**src/hlfa_pkg.sv**
```systemverilog
// Package with shared constants, types and codes of the hole list allocator.
`timescale 1ns / 1ps
package hlfa_pkg;
    localparam int MaxHoles = 64;
    localparam int IdxW = $clog2(MaxHoles);
    localparam int CntW = $clog2(MaxHoles + 1);
    localparam logic [24:0] PoolLimit = 25'd16777216;
    localparam logic [24:0] HeaderBytes = 25'd4;

    typedef enum logic [1:0] {
        ACT_ALLOC = 2'd0, ACT_FREE = 2'd1, ACT_RESTART = 2'd2, ACT_NOP = 2'd3
    } action_t;

    typedef enum logic [1:0] {
        ST_OK = 2'd0, ST_NO_FIT = 2'd1, ST_FULL = 2'd2, ST_RANGE = 2'd3
    } status_t;

    typedef enum logic [1:0] {
        FIT_FIRST = 2'd0, FIT_BEST = 2'd1, FIT_WORST = 2'd2, FIT_ALT = 2'd3
    } fit_t;

    localparam logic [1:0] CfgFit = 2'd0;
    localparam logic [1:0] CfgBase = 2'd1;
    localparam logic [1:0] CfgSize = 2'd2;

    typedef enum logic [3:0] {
        S_IDLE, S_SCAN, S_SCAN_WAIT, S_PICK, S_POS, S_POS_WAIT, S_MERGE,
        S_SHIFT, S_SHIFT_WAIT, S_RESULT
    } state_t;
endpackage

```
**src/hlfa_table.sv**
```systemverilog
// Hole table memory with one write port and one registered read port.
`timescale 1ns / 1ps
module hlfa_table (
    input  logic                        aclk,
    input  logic                        wr_en,
    input  logic [hlfa_pkg::IdxW-1:0]   wr_addr,
    input  logic [23:0]                 wr_offset,
    input  logic [24:0]                 wr_length,
    input  logic [hlfa_pkg::IdxW-1:0]   rd_addr,
    output logic [23:0]                 rd_offset,
    output logic [24:0]                 rd_length
);
    import hlfa_pkg::*;

    logic [48:0] mem [MaxHoles];

    always_ff @(posedge aclk) begin
        if (wr_en) begin
            mem[wr_addr] <= {wr_offset, wr_length};
        end
        {rd_offset, rd_length} <= mem[rd_addr];
    end
endmodule

```
**config.mk**
```make
export PLATFORM = sky130hd
export DESIGN_NAME = hlfa_table
export DESIGN_NICKNAME = d
export VERILOG_FILES = /design/src/hlfa_pkg.sv /design/src/hlfa_table.sv
export SDC_FILE = /design/constraint.sdc
export NUM_CORES = 2
export LEC_CHECK = 0
export ABC_AREA = 1
export BUFFER_PORTS_ARGS = -buffer_cell sky130_fd_sc_hd__buf_4
export CAP_MARGIN = 20
export CORE_AREA = 2 2 506 508
export CTS_BUF_LIST = sky130_fd_sc_hd__clkbuf_16
export CTS_CLUSTER_SIZE = 20
export DETAILED_ROUTE_END_ITERATION = 12
export DIE_AREA = 0 0 508 510
export PLACE_DENSITY_LB_ADDON = 0.12
export SETUP_SLACK_MARGIN = 0.4
export SLEW_MARGIN = 20
export SYNTH_ARGS = -nofsm -noshare
export SYNTH_HDL_FRONTEND = slang
export SYNTH_SLANG_ARGS = --single-unit
```
**constraint.sdc**
```tcl
create_clock -name aclk -period 8.3 [get_ports aclk]
set_input_delay 0.83 -clock aclk [delete_from_list [all_inputs] [get_ports aclk]]
set_output_delay 0.83 -clock aclk [all_outputs]
set_load 0.005 [all_outputs]
```
==> impl_results.md <==
* Status: completed
* FF-to-FF End: rd_offset[10]
* Setup_tns at 0 ns
* Synthesized area at 126,200 µm²
* Reg-to-Reg Start: mem[53][35]
* Congestion Overflow GR at 0
* Crit path time final at 3.751 ns
* Max Freq at 266.6 MHz
* Worst-path clk slew at 0.06 ns
* GR peak layer: met2
* Die width at 508 µm
* Placer Congestion at 0.8161
* Antenna-violating nets left at 0
* Post-Route WL at 395,400 µm
* Synth top area cells: edfxtp_1 (75%), nand3_1 (12%), nand2_1 (10%)
* Critical path capture point type: register
* Initial antenna violation count at 30
* CTS root buffer: clkbuf_16
* Met2 global-route usage at 47.33%
* Total core area at 253,500 µm²
* Rel. slew slack at 18.06%
* Post-synthesis sequential area ratio at 75.38%
* Max VDD drop at 0.0002726 V
* Critical Path Stages at 12
* Vias at 83.62k
* Total GRT Usage at 30.26%
* Startpoint Class: primary input
* Leading area contributor after synthesis: edfxtp_1
* Met1 Track Usage GR at 42.35%
* Sequential standard cell area at 95,150 µm²
* R2r setup slk at 6.50 ns
* Hold path depth at 3
* Cell Count, Final, Fillers Out at 13.90k
* Yosys warns at 0
* Seq cells post-synth at 3,185
* Largest net degree at the start of global routing at 188
* Synthesized Nets at 10.38k
* Post_cts resized at 0
* CTS Sinks at 3,185
* Routed wire length per instance at 28.45 µm
* Layout cells sized above 1 at 7.711%
* Setup repair bufs after CTS at 0
* Vias/cell at 6.017
* Critical Path Max Stage Delay at 0.70 ns
* Area grow syn2layout at 11.71%
* Clock skew after layout at 0.05435 ns
* CP required at 9.17 ns
* Hold_ws at 0.3410 ns
* Yosys top cell area share at 74.60%
* RSZ-0062 raised after global routing: no
* # IOs at 112
* Slew @ Worst Pin at 1.229 ns
* DR DRC count at 0
* Maxcap violations at 0
* H-tree level count at 5
* Initial DRC count at 10.82k
* # placed instances at 13.28k
* Critical Path AT at 4.62 ns
* Hold_sp: rd_addr[5]
* WP buf/inv at 4
* Power Total at 34.65 mW
* Hold endpoint: rd_length[0]
* Critical Path Fanout Max at 151
* CTS Hold Buffers Added at 0
* Endpoints failing setup at 0
* PortBufs at 111
* CP Class: in -> reg
* Multi-input gate area at 28,320 µm²
* Die area at 259,100 µm²
* Site row count at 185
* CTS tree: yes
* Power Density at 245.7 nW/µm²
* Met3 GRT Util at 6.332%
* Fill cells at 20.76k
* HPWL after DPL at 197,600 µm
* Commonest non-fill, non-tap cells in the layout: nand2_1 (3,453), edfxtp_1 (3,136), nand3_1 (2,911)
* Delay-heaviest family, CP: buffers and inverters
* Leakage power at 49.73 nW
* Min-delay worst type: in -> reg
* Synth cell types at 14
* Commonest non-fill, non-tap cell in the layout: nand2_1
* Post-Syn Instances at 10.32k
* Clk_lat worst skew at 0.98 ns
* Clk buf depth at 4
* Die Y-Extent at 510 µm
* First-pass GRT wire length at 565,600 µm
* Mean Syn Cell Area at 12.23 µm²
* Final Cycle Share at 45.19%
* Fin. Hold Viols at 0
* Critical-path cell list: buf_8, clkinv_8, buf_4, buf_4, nand2_1, nand3_1, nand3_1, nand3_1, nand3_1, nand2_1, nand2_1, nand2_1
* Initial Util at 49.80%
* Critical path's slowest cell: buf_4
* Slew Limit Fails at 0
* Nets at 10.32k
* DR pass1 iterations at 7
* FF-to-FF path depth at 8
* Inserted Clock Buffers at 343
* Vias in the first global route at 78.31k
[metal layers]
metal	vias to the layer above	share of wire, %
met5	-	0.034
met2	4191	46
li1	36700	-
met3	637	9.7
met4	20	3.5
met1	42080	40
[cell usage after synthesis]
cell type,n
nor4_1,8
edfxtp_1,3136
buf_2,446
nand4_1,9
nor2_1,56
nand3_1,2911
nand2_1,3453
clkinv_1,1
buf_4,15
inv_2,4
clkbuf_1,125
buf_1,101
dfxtp_1,49
inv_1,7
[stage by stage]
| stage | util (%) | instance area, µm² | setup slack (ns) |
|---|---|---|---|
| floorplan | - | 126200 | 1.666 |
| CTS | 55.59 | 140900 | 4.827 |
| global route | 55.63 | 141000 | 4.477 |
| global placement | 51.36 | 130200 | 3.868 |
| detailed placement | 51.36 | 130200 | 3.819 |
| finish | 55.64 | 141000 | 4.549 |
[power by group]
group,internal [mW],switching [mW],leakage [nW],total (mW)
clock,8.65,6.15,5.55,14.8
sequential,17.8,0.0689,28.6,17.9
combinational,0.474,1.51,15.6,1.98
total,26.9,7.72,49.7,34.7
[flip-flops by register name, summed over array words and instances (netlist names)]
| name | cells |
|---|---|
| rd_length | 25 |
| rd_offset | 24 |
| mem | 3136 |
[worst max-delay path by stage]
| stage | start | to | slack [ns] |
|---|---|---|---|
| after floorplan | wr_en | mem[48][0] | 1.67 |
| after global placement | rd_addr[0] | rd_length[15] | 3.87 |
| after detailed placement | rd_addr[0] | rd_length[15] | 3.82 |
| after CTS | rd_addr[0] | rd_length[15] | 4.83 |
| after global routing | rd_addr[0] | rd_length[15] | 4.48 |
| final | rd_addr[0] | rd_length[15] | 4.55 |
[worst min-delay path, delay by kind of cell]
kind          cells  cell delay [ns]
simple gates      2             0.17
buf+inv           1             0.24
[area by class of cell]
cell class,count,share of cell area (%)
Multi-Input combinational cell,6437,20.08
Clock buffer,350,6.211
Clock inverter,251,1.402
Sequential cell,3185,67.47
Tap cell,3366,2.987
Timing Repair Buffer,282,1.758
Inverter,12,0.06211
Antenna cell,15,0.02662
[logic make-up (layout without fill, tap and decap cells)]
| kind of cell | after synthesis | after routing | share of synthesized area, % |
|---|---|---|---|
| simple gates | 6437 | 6437 | 22.06 |
| flops | 3185 | 3185 | 75.38 |
| buf+inv | 699 | 895 | 2.565 |
| other cells | 0 | 15 | 0 |
Power figures use the tool's default switching activity.
